===== config.mk =====
export PLATFORM = sky130hd
export DESIGN_NAME = osps_lane
export DESIGN_NICKNAME = d
export VERILOG_FILES = /design/src/rtl/core/assert_macros.svh /design/src/rtl/core/osps_pkg.sv /design/src/rtl/core/osps_lane.sv
export SDC_FILE = /design/constraint.sdc
export NUM_CORES = 1
export LEC_CHECK = 0
export ABC_AREA = 1
export ABC_CLOCK_PERIOD_IN_PS = 1500
export BUFFER_PORTS_ARGS = -buffer_cell sky130_fd_sc_hd__buf_2
export CAP_MARGIN = 20
export CORE_UTILIZATION = 44
export CTS_CLUSTER_DIAMETER = 200
export DETAILED_ROUTE_END_ITERATION = 6
export PLACE_DENSITY = 0.87
export REMOVE_ABC_BUFFERS = 1
export SETUP_SLACK_MARGIN = 0.15
export SLEW_MARGIN = 40
export SYNTH_ARGS = -nofsm -noshare
export SYNTH_HDL_FRONTEND = slang
export SYNTH_SLANG_ARGS = --single-unit

===== constraint.sdc =====
create_clock -name clock -period 1.5 [get_ports clock]
set_input_delay 0 -clock clock [delete_from_list [all_inputs] [get_ports clock]]
set_output_delay 0 -clock clock [all_outputs]
set_load 0.05 [all_outputs]

===== src/rtl/core/assert_macros.svh =====
// Assertion macros shared by the permutation sign unit RTL.
// Depends on nothing; every macro samples on clock and is disabled by reset.
`ifndef ASSERT_MACROS_SVH
`define ASSERT_MACROS_SVH

// Check that an implication holds at every rising clock edge out of reset.
`define OSPS_ASSERT(label, clk, rst, prop, msg) \
   label: assert property (@(posedge clk) disable iff (rst) prop) else $error(msg);

// Check that a condition holds in the cycle after a trigger.
`define OSPS_ASSERT_NEXT(label, clk, rst, trig, cond, msg) \
   label: assert property (@(posedge clk) disable iff (rst) (trig) |=> (cond)) \
      else $error(msg);

`endif


===== src/rtl/core/osps_pkg.sv =====
// Shared constants and types of the occupied site permutation sign unit.
// Depends on nothing; used by every module under rtl/core.
`timescale 1ns / 1ps
`default_nettype none

package osps_pkg;

   localparam int N_SITES_DEFAULT = 32;
   localparam int MAX_SITES       = 32;
   localparam int MAP_WORDS       = 4;
   localparam int MAP_WORD_W      = 64;
   localparam int IMAGE_W         = 8;
   localparam int SITES_PER_WORD  = MAP_WORD_W / IMAGE_W;
   localparam int CSR_INDEX_W     = 3;
   localparam int REQ_TDATA_W     = 32;
   localparam int RSP_TDATA_W     = 8;

   localparam logic [CSR_INDEX_W-1:0] REG_MAP_WORD_0 = 3'd0;
   localparam logic [CSR_INDEX_W-1:0] REG_MAP_WORD_1 = 3'd1;
   localparam logic [CSR_INDEX_W-1:0] REG_MAP_WORD_2 = 3'd2;
   localparam logic [CSR_INDEX_W-1:0] REG_MAP_WORD_3 = 3'd3;

   typedef logic [MAP_WORDS-1:0][MAP_WORD_W-1:0] map_bank_type;

   // Handshake control produced by the merge stage for the request side.
   typedef struct packed {
      logic req_tready;
      logic lane_load;
   } pipe_ctl_type;

   // Image byte of one site out of the map bank.
   function automatic logic [IMAGE_W-1:0] site_image(input map_bank_type bank,
                                                     input logic [4:0] site);
      logic [1:0] word;
      logic [2:0] slot;
      begin
         word = site[4:3];
         slot = site[2:0];
         site_image = bank[word][slot*IMAGE_W +: IMAGE_W];
      end
   endfunction

endpackage

`default_nettype wire


===== src/rtl/core/osps_lane.sv =====
// One lane: parity of the inversions that one occupied site forms with later sites.
// Depends on osps_pkg for the default site count.
`timescale 1ns / 1ps
`default_nettype none

module osps_lane #(
   parameter int N_SITES = osps_pkg::N_SITES_DEFAULT,
   parameter int LANE    = 0
) (
   input  wire logic                clock,
   input  wire logic                load,
   input  wire logic [N_SITES-1:0]  occupancy,
   input  wire logic [N_SITES-1:0]  flag_row,
   output logic                     parity_ff
);

   logic parity_in;

   // Flags below and on the diagonal are zero, so only later sites count.
   assign parity_in = occupancy[LANE] & (^(occupancy & flag_row));

   always_ff @(posedge clock) begin
      if (load) begin
         parity_ff <= parity_in;
      end
   end

endmodule

`default_nettype wire


=== After elaboration in Yosys (flattened, before gate mapping) ===
Cells that the tools add are included.

* Register bits after elaboration: 1
* Output and inout bits: 1
* Logic and storage cells: 4

* Bitwise operators: 2
* Reductions and logical operators: 1

{| class="wikitable"
|+ Operators with widths
! cell !! number
|-
| $and 32x32->32 || 1
|-
| $reduce_xor 32->1 || 1
|-
| $and 1x1->1 || 1
|}

=== Depth between registers and ports, before layout ===
* Depth in word-level cells: 3
* Gate-level depth with buffers: 14
* Gate-level depth less buffers: 14

=== Worst setup path after synthesis ===
OpenSTA, ideal clock, no wires.

* Path type: input -> register
* Start point: input port occupancy[21]
* End point: register parity_ff, data pin
* Setup time: 253 ps
* Data arrival time: 725 ps
* Data required time: 1247 ps
* Setup slack: 522 ps
* Cell stages on the path: 11
* Path buffers: 0
* Cells stage by stage: nand2_1 xnor2_1 nand2_1 nand2_1 nand2_1 nand2_1 nand2_1 nand2_1 nand2_1 nand2_1 nor2_1

* Longest elaborated chain between the ends: 3

{| class="wikitable"
|+ Ends and longest elaborated chain
! item !! line !! RTL
|-
| from (decl) || osps_lane.sv:12 || <nowiki>input wire logic [N_SITES-1:0] occupancy,</nowiki>
|-
| $and 32x32->32 || osps_lane.sv:20 || <nowiki>assign parity_in = occupancy[LANE] & (^(occupancy & flag_row));</nowiki>
|-
| $reduce_xor 32->1 || osps_lane.sv:20 ||
|-
| $and 1x1->1 || osps_lane.sv:20 ||
|-
| named net parity_in || osps_lane.sv:17 || <nowiki>logic parity_in;</nowiki>
|-
| to (signal assigned) || osps_lane.sv:24 || <nowiki>parity_ff <= parity_in;</nowiki>
|-
| to (decl) || osps_lane.sv:14 || <nowiki>output logic parity_ff</nowiki>
|}

The timed path passes the listed nets, and every way through them passes these cells.
A chain may end at the register's enable or synchronous reset.

=== Final worst setup path ===
* Start point: input port occupancy[20]
* End point: register parity_ff, data pin

Same word-level chain as after synthesis.

==> results.cfg <==
[outcome]
status = complete, no violations

[worst_setup_path]
cp_max_fo = 2
crit_type = input port to flop
required_ns = 1.25
worst_path_max_delay_cell = xor2_1
crit_path_end_kind = flop
max_stage_delay_ns = 0.19
start_kind = input port
cp.arrival_ns = 0.92
path_buf_inv = 1
cpMostUsedCell = nand2_1
crit_chain = buf_2, nand2_1, xor2_1, nand2_1, nand2_1, nand2_1, nand2_1, nand2_1, nand2_1, nand2_1, nand2_1, nor2_1
crit_family = simple AND/OR/NAND/NOR gates

[clocking]
cts_hold_buf = 0
postCtsSetupBuffers = 0
clkTransAtPathRegs_ns = 0
cts_resized = 0

[cells_and_area]
multiInputGateArea_um2 = 767
area_growth_pct = 40.4
final_cell_mix = nand2_1 (177), buf_2 (66), inv_2 (15)
max_flop_register = parity_ff
final_util_pct = 69.0
diodes = 0
top_regs = parity_ff: 1 flops
layout_commonest_cell = nand2_1
largest_reg_flops = 1
num-fill-cells = 191
nNetsFinal = 352
register_area_um2 = 30.0
drive_gt1_share_pct = 29.9

[yosys]
ys_seq_area_share_pct = 3.36
netlist.area_leader.share_pct = 74.3
ys_top_cells_by_area = nand2_1 (74%), inv_2 (6.3%), inv_1 (4.6%)
synth_top_area_cell = nand2_1
ys_warn_count = 0
ys_seq_elements = 1
synth_area_per_cell_um2 = 4.10
yosysUniqueCellTypes = 8
postSynthCellCount = 218
syn_area_um2 = 895

[floorplanning]
io_pins = 67
start_util_pct = 49.1
core_um2 = 1820
dieArea_um2 = 2220
die_height_um = 47.1
die_w_um = 47.1
num_rows = 15

[timing]
fin_crit_ns = 1.17
max-slew-margin-rel_pct = 83.4
fmax_mhz = 854
rsz0062_at_grt = false
tns_ns = 0
final_max_slew_viol_count = 0
setup_viol_count_final = 0
period_share_pct = 78.0
worstMarginPinSlew_ns = 0.251
hold_viol = 0

[global_route]
grt-ovfl-total = 0
grtUsageTotal_pct = 16.9
grt_pass1_wl_um = 2950
grt_antenna_before_repair = 0
grt_pass1_vias = 952
grt_max_degree = 4

[worst_hold_path]
hold_path.class = input port to flop

[route]
viasPerCell = 4.17
drc = 0
drt.antenna.violating_nets = 0
num_vias = 1287
wl_per_cell_um = 6.07
routed_wl_um = 1880
first_pass_iters = 4
drtIter0Drc = 6

[placement]
io_buffer_count = 66
gp_congestion = 0.665
dp_hpwl_um = 1740

[power_and_ir_drop]
p_leak_nw = 0.960
peakVddDrop_v = 0.000194
power_density_nw_per_um2 = 335

[flow_run]
drv_cap = 0
## power by group
group	internal, W	switching, W	leakage [nW]
combinational	0.000164	0.000219	0.951
clock	0	0	0
sequential	0.0000377	0.000000672	0.00968
## stage by stage
stage	instances	hold slack (ns)	cell area, um2	total power, W	setup WS [ns]
CTS	309	0.208	1260	0.000424	0.326
global placement	309	0.201	1260	0.000414	0.360
finish	309	0.205	1260	0.000421	0.329
detailed placement	309	0.208	1260	0.000423	0.327
floorplan	218	0.112	895	0.000306	0.522
global route	309	0.213	1260	0.000483	0.179
## synth_stat cells (all sizes together)
cell	n
xnor2	4
nor2	2
inv	26
xor2	4
nand2	181
edfxtp	1
## cell families after synthesis
family        count (synthesis)  share of synthesized area, %
xor+xnor                      8                          7.83
buf+inv                      26                          10.9
flops                         1                          3.36
simple gates                183                          77.9
## path summary, 6_finish.rpt
kind	depth (start not counted)	from	end
setup / recovery	12	occupancy[20]	parity_ff
hold / removal	1	load	parity_ff
## routing by layer
| layer | vias to the layer above | part of all wire, % | GRT usage, % | wire length, um |
|---|---|---|---|---|
| met3 | 0 | 5.5 | 0 | 104 |
| met4 | 0 | 0 | 0 | 0 |
| met5 | - | 0 | 0 | 0 |
| li1 | 764 | - | - | - |
| met2 | 37 | 45 | 37.8 | 845 |
| met1 | 486 | 49 | 18.0 | 926 |
## layout make-up
type,count,share of cell area [%]
flip-flops and latches,1,2.39
well taps,25,2.49
inverters,26,7.77
multi-input cells,191,61.1
repair buffers,66,26.3
(Power assumes the default switching activity.)
