## config.mk

```make
export PLATFORM = sky130hd
export DESIGN_NAME = osps_merge
export DESIGN_NICKNAME = d
export VERILOG_FILES = /design/src/rtl/core/osps_pkg.sv /design/src/rtl/core/osps_merge.sv
export VERILOG_INCLUDE_DIRS = /design/src /design/src/rtl/core
export SDC_FILE = /design/constraint.sdc
export NUM_CORES = 1
export LEC_CHECK = 0
export BUFFER_PORTS_ARGS = -buffer_cell sky130_fd_sc_hd__clkbuf_2
export CAP_MARGIN = 20
export CORE_AREA = 10 10 47 49
export DETAILED_ROUTE_END_ITERATION = 10
export DIE_AREA = 0 0 57 59
export GPL_TIMING_DRIVEN = 1
export HOLD_SLACK_MARGIN = 0.02
export PLACE_DENSITY = 0.7
export SLEW_MARGIN = 20
export SYNTH_ARGS = -nofsm -noshare
export SYNTH_HDL_FRONTEND = slang
export SYNTH_SLANG_ARGS = --single-unit
export TNS_END_PERCENT = 100
```

## constraint.sdc

```tcl
create_clock -name clock -period 1.6 [get_ports clock]
set_clock_uncertainty 0.15 [all_clocks]
set_input_delay 0.16 -clock clock [delete_from_list [all_inputs] [get_ports clock]]
set_output_delay 0.16 -clock clock [all_outputs]
set_load 0.05 [all_outputs]
```

## src/rtl/core/assert_macros.svh

```systemverilog
// Assertion macros shared by the permutation sign unit RTL.
// Depends on nothing; every macro samples on clock and is disabled by reset.
`ifndef ASSERT_MACROS_SVH
`define ASSERT_MACROS_SVH

// Check that an implication holds at every rising clock edge out of reset.
`define OSPS_ASSERT(label, clk, rst, prop, msg) \
   label: assert property (@(posedge clk) disable iff (rst) prop) else $error(msg);

// Check that a condition holds in the cycle after a trigger.
`define OSPS_ASSERT_NEXT(label, clk, rst, trig, cond, msg) \
   label: assert property (@(posedge clk) disable iff (rst) (trig) |=> (cond)) \
      else $error(msg);

`endif

```

## src/rtl/core/osps_pkg.sv

```systemverilog
// Shared constants and types of the occupied site permutation sign unit.
// Depends on nothing; used by every module under rtl/core.
`timescale 1ns / 1ps
`default_nettype none

package osps_pkg;

   localparam int N_SITES_DEFAULT = 32;
   localparam int MAX_SITES       = 32;
   localparam int MAP_WORDS       = 4;
   localparam int MAP_WORD_W      = 64;
   localparam int IMAGE_W         = 8;
   localparam int SITES_PER_WORD  = MAP_WORD_W / IMAGE_W;
   localparam int CSR_INDEX_W     = 3;
   localparam int REQ_TDATA_W     = 32;
   localparam int RSP_TDATA_W     = 8;

   localparam logic [CSR_INDEX_W-1:0] REG_MAP_WORD_0 = 3'd0;
   localparam logic [CSR_INDEX_W-1:0] REG_MAP_WORD_1 = 3'd1;
   localparam logic [CSR_INDEX_W-1:0] REG_MAP_WORD_2 = 3'd2;
   localparam logic [CSR_INDEX_W-1:0] REG_MAP_WORD_3 = 3'd3;

   typedef logic [MAP_WORDS-1:0][MAP_WORD_W-1:0] map_bank_type;

   // Handshake control produced by the merge stage for the request side.
   typedef struct packed {
      logic req_tready;
      logic lane_load;
   } pipe_ctl_type;

   // Image byte of one site out of the map bank.
   function automatic logic [IMAGE_W-1:0] site_image(input map_bank_type bank,
                                                     input logic [4:0] site);
      logic [1:0] word;
      logic [2:0] slot;
      begin
         word = site[4:3];
         slot = site[2:0];
         site_image = bank[word][slot*IMAGE_W +: IMAGE_W];
      end
   endfunction

endpackage

`default_nettype wire

```

## src/rtl/core/osps_merge.sv

```systemverilog
// Merge stage: XOR of the lane parities, output register and pipeline handshake.
// Depends on osps_pkg and assert_macros.svh.
`timescale 1ns / 1ps
`default_nettype none

`include "assert_macros.svh"

module osps_merge #(
   parameter int N_SITES = osps_pkg::N_SITES_DEFAULT
) (
   input  wire logic                 clock,
   input  wire logic                 reset,
   input  wire logic                 req_tvalid,
   input  wire logic                 table_busy,
   input  wire logic [N_SITES-1:0]   lane_bits,
   output osps_pkg::pipe_ctl_type    pipe_ctl,
   output logic                      rsp_tvalid,
   input  wire logic                 rsp_tready,
   output logic                      rsp_sign
);

   logic lane_v_ff, lane_v_in;
   logic out_v_ff, out_v_in;
   logic sign_ff, sign_in;
   logic advance;

   assign advance             = lane_v_ff & (~out_v_ff | rsp_tready);
   assign pipe_ctl.req_tready = (~lane_v_ff | advance) & ~table_busy;
   assign pipe_ctl.lane_load  = req_tvalid & pipe_ctl.req_tready;

   always_comb begin
      priority if (pipe_ctl.lane_load) begin
         lane_v_in = 1'b1;
      end else if (advance) begin
         lane_v_in = 1'b0;
      end else begin
         lane_v_in = lane_v_ff;
      end
      priority if (advance) begin
         out_v_in = 1'b1;
      end else if (rsp_tready) begin
         out_v_in = 1'b0;
      end else begin
         out_v_in = out_v_ff;
      end
      sign_in = advance ? ^lane_bits : sign_ff;
   end

   always_ff @(posedge clock) begin
      if (reset) begin
         lane_v_ff <= 1'b0;
         out_v_ff  <= 1'b0;
      end else begin
         lane_v_ff <= lane_v_in;
         out_v_ff  <= out_v_in;
      end
      sign_ff <= sign_in;
   end

   assign rsp_tvalid = out_v_ff;
   assign rsp_sign   = sign_ff;

   `OSPS_ASSERT_NEXT(a_load_fills_lanes, clock, reset, pipe_ctl.lane_load, lane_v_ff,
                     "accepted request did not reach the lane stage")
   `OSPS_ASSERT_NEXT(a_lanes_hold_on_stall, clock, reset,
                     lane_v_ff && out_v_ff && !rsp_tready, lane_v_ff,
                     "lane stage dropped a request while the output stalled")
   `OSPS_ASSERT_NEXT(a_advance_fills_output, clock, reset, advance, out_v_ff,
                     "lane result did not reach the output register")

endmodule

`default_nettype wire

```

Yosys cells after proc, flatten, opt, wreduce, memory -nomap -nowiden
Index checks and enable logic that the tools add are counted.
{"block": "classes", "n_addsub": 0, "multipliers": 0, "div": 0, "n_lt_le_gt_ge": 0, "n_eq_ne": 0, "n_shift": 0, "muxes": 4, "bitwise": 8, "n_reduce_logical": 3}
{"cell": "$reduce_xor A32 Y1", "n": 1}
{"cell": "$mux W1", "n": 4}
{"cell": "$reduce_bool A2 Y1", "n": 2}
{"cell": "$and A1 B1 Y1", "n": 3}
{"cell": "$not A1 Y1", "n": 3}
{"cell": "$or A1 B1 Y1", "n": 2}
{"block": "word_totals", "reg_bits": 3, "latch_bits": 0, "mem_bits_rw": 0, "mem_bits_ro": 0, "inputBits": 37, "output_inout_bits": 4, "memories": 0}

Depth between registers and ports, before layout
{"block": "logic_depth", "word_depth": 7, "ltp_mapped": 5, "depth_no_buf": 5}

Worst setup path before layout
Ideal clock, no wire load.
{"block": "synth_path", "path_type": "register to output", "startpoint": "register out_v_ff (netlist: rsp_tvalid)", "endpoint": "output port pipe_ctl[1] (netlist name)", "t_arrival_ps": 1499, "slack_ps": -209, "stages_incl_launch_ff": 3, "n_path_buf": 0, "path_cell_list": "dfxtp_1 -> nor2b_1 -> a21oi_1"}
{"item": "start: declaration", "line": "osps_merge.sv:23", "source": "logic out_v_ff, out_v_in;"}
{"item": "start signal: assignment", "line": "osps_merge.sv:55", "source": "out_v_ff <= out_v_in;"}
{"item": "end: declaration", "line": "osps_merge.sv:16", "source": "output osps_pkg::pipe_ctl_type pipe_ctl,"}

==> results.txt <==
Vias per Instance = 4.28
EDFF count, synth = 1
Yosys warning count = 0
Num Clock Sinks = 3
Final net count = 126
HP Start = req_tvalid
GRT overflow = 0
Most frequent cell after synthesis = xnor2_1
Initial DRC Count = 1
Final hold violations = 0
Global placement routability congestion = 0.606
Clock slew at reported path FFs = 0.04 ns
Initial antenna violation count = 0
Total CTS buffers = 3
Max-slew headroom = 0.814
Final WL = 1.22 mm
Post-Syn Nets = 81
Clk root buf = clkbuf_4
H-tree levels = 1
Setup CP Type = flip-flop to output port
Final min period = 1.48 ns
R2R depth = 2
Vias in the first global route = 530
Std-Cell Rows = 14
Syn Area/Cell = 8.96 um^2
CTS tree = done
Critical path data arrival time = 1.17 ns
Synthesis-stage register bit count = 3
Worst Hold Path Cells = 3
Yosys top cell area share = 0.622
Max Clock Freq = 677 MHz
# setup viols final = 0
Die ar. = 3360 um^2
Share of post-route cells with drive strength above 1 = 0.511
Initial Util = 0.281
Dpl cells = 99
N_diodes = 0
Worst reg-to-reg setup slack = 0.53 ns
Leading cell types by count after synthesis = xnor2_1 (28), a21oi_1 (3), xor2_1 (3)
Startpoint Class = flip-flop
Largest net degree at the start of global routing = 6
Post-Syn Area = 394 um^2
Status = completed
DRC Markers = 0
Final ANT Viol Nets = 0
DR WL/cell = 11.8 um
Register area share after synthesis = 0.178
RR Endpoint = rsp_sign
Drt pass-1 iters = 2
CP Cell Sequence = nor2b_2 -> a21oi_1 -> clkbuf_2
Period utilisation layout = 0.923
Area growth syn-to-layout = 64.8%
Netlist cell types = 10
RR Startpoint = rsp_tvalid
Crit. End Element = output port
Primary FF master, synth = dfxtp_1
Asr flop ratio synth = 0
RSZ-0062 raised after global routing = no
Data required time of the critical path = 1.29 ns
Slew Limit Fails = 0
PortBufs = 40
Setup repair bufs after CTS = 0
Clk buf depth = 2
Synthesized instance count = 44
First-pass GRT wire length = 2.02 mm
Total track usage = 0.0752
Die extent in y = 59 um
Via Count = 445
CP max FO = 5
Leakage = 0.299 nW
Core area = 1400 um^2
Total power per unit cell area = 837 nW/um^2
Worst-Margin Slew = 0.280 ns
Biggest area consumer among synthesized cells = xnor2_1
Worst VDD drop = 297 uV
Post-Layout Cell Count = 104
Worst Hold End = lane_v_ff
CP max-delay cell = dfxtp_1
Fill count = 146
Io pins = 41
Path type of the worst min-delay path = input pin to flip-flop
Die Span X = 57 um
CP max stage delay = 0.32 ns
MaxCap Viol Count = 0
Clock latency on the worst-skew pair = 0.23 ns
Setup TNS = 0 ns
Top cells by area, synth = xnor2_1 (62%), dfxtp_1 (10%), edfxtp_1 (7.6%), xor2_1 (6.7%), a21oi_1 (3.8%)
-- stage by stage --
step                instance area, um^2   util  hold WS, ns  power (mW)  setup WS [ns]
finish                              649  0.463       0.0632       0.543          0.123
detailed placement                  611  0.436        0.202       0.414          0.150
global placement                    611  0.436        0.189       0.407          0.180
CTS                                 649  0.463       0.0618       0.556          0.116
global route                        649  0.463       0.0710       0.589         0.0590
floorplan                           398      -       0.0791       0.340         0.0434
-- timing repair --
item | 4_1_cts | 5_1_grt
hold buffers | 1 | 0
resized for setup | 1 | 0
endpoints found under the hold margin | 2 | 0
setup endpoints to repair | 1 | 0
-- logic make-up after synthesis --
family | after synthesis | synth area share
buffers and inverters | 1 | 0.0191
AOI/OAI and AO/OA | 3 | 0.0381
and+or+nand+nor | 6 | 0.0762
DFF | 3 | 0.178
xor gates and xnor gates | 31 | 0.689
-- registers in the layout (all words and copies together) (netlist names) --
signal / cells
lane_v_ff: 1
rsp_sign: 1
rsp_tvalid: 1
-- power by group --
part           internal [mW]  switching, mW  total (mW)  leakage [nW]
Sequential             0.101        0.00365       0.104        0.0256
Combinational          0.168          0.137       0.305         0.259
Clock                 0.0935         0.0403       0.134        0.0150
Total                  0.362          0.181       0.543         0.299
-- routing by layer --
metal	share of wire	vias to the layer above	GRT usage	wire (um)
met5	0	-	0	0
met1	0.35	188	0.0641	427
met4	0.032	0	0.0604	39
met2	0.50	31	0.127	612
li1	-	222	-	-
met3	0.12	4	0.0429	145
-- layout make-up --
cell class	count	area [um^2]	share of cell area
Clock buffer	4	26.3	0.0405
Multi-Input combinational cell	40	323	0.497
Sequential cell	3	70.1	0.108
Tap cell	16	20.0	0.0308
Timing Repair Buffer	41	210	0.324
-- worst max-delay path by stage --
stage,end,slack [ns],from
after detailed placement,rsp_sign,0.15,lane_bits[31]
after CTS,pipe_ctl[0],0.12,rsp_tvalid
after global routing,pipe_ctl[0],0.06,rsp_tvalid
final,pipe_ctl[0],0.12,rsp_tvalid
after global placement,rsp_sign,0.18,lane_bits[31]
after floorplan,pipe_ctl[0],0.04,rsp_tvalid
-- critical path, delay by kind of cell, from the launching register on --
family / cells / cell delay [ns]
DFF: 1 / 0.32
and+or+nand+nor: 1 / 0.27
buffers and inverters: 1 / 0.24
AOI/OAI and AO/OA: 1 / 0.10
-- cell usage in the layout (no fill, tap or decap) --
master         netlist  final
a21oi_2              0      1
xor2_1               3      3
nor2_1               2      2
edfxtp_1             1      1
dlygate4sd3_1        0      1
xnor2_1             28     28
nand2b_1             1      1
clkbuf_1             0      1
clkbuf_4             0      3
a21oi_1              3      2
clkbuf_2             0     40
dfxtp_1              2      2
nor2b_1              2      1
nor2b_2              0      1
nand2_1              1      1
(Power assumes the default switching activity.)
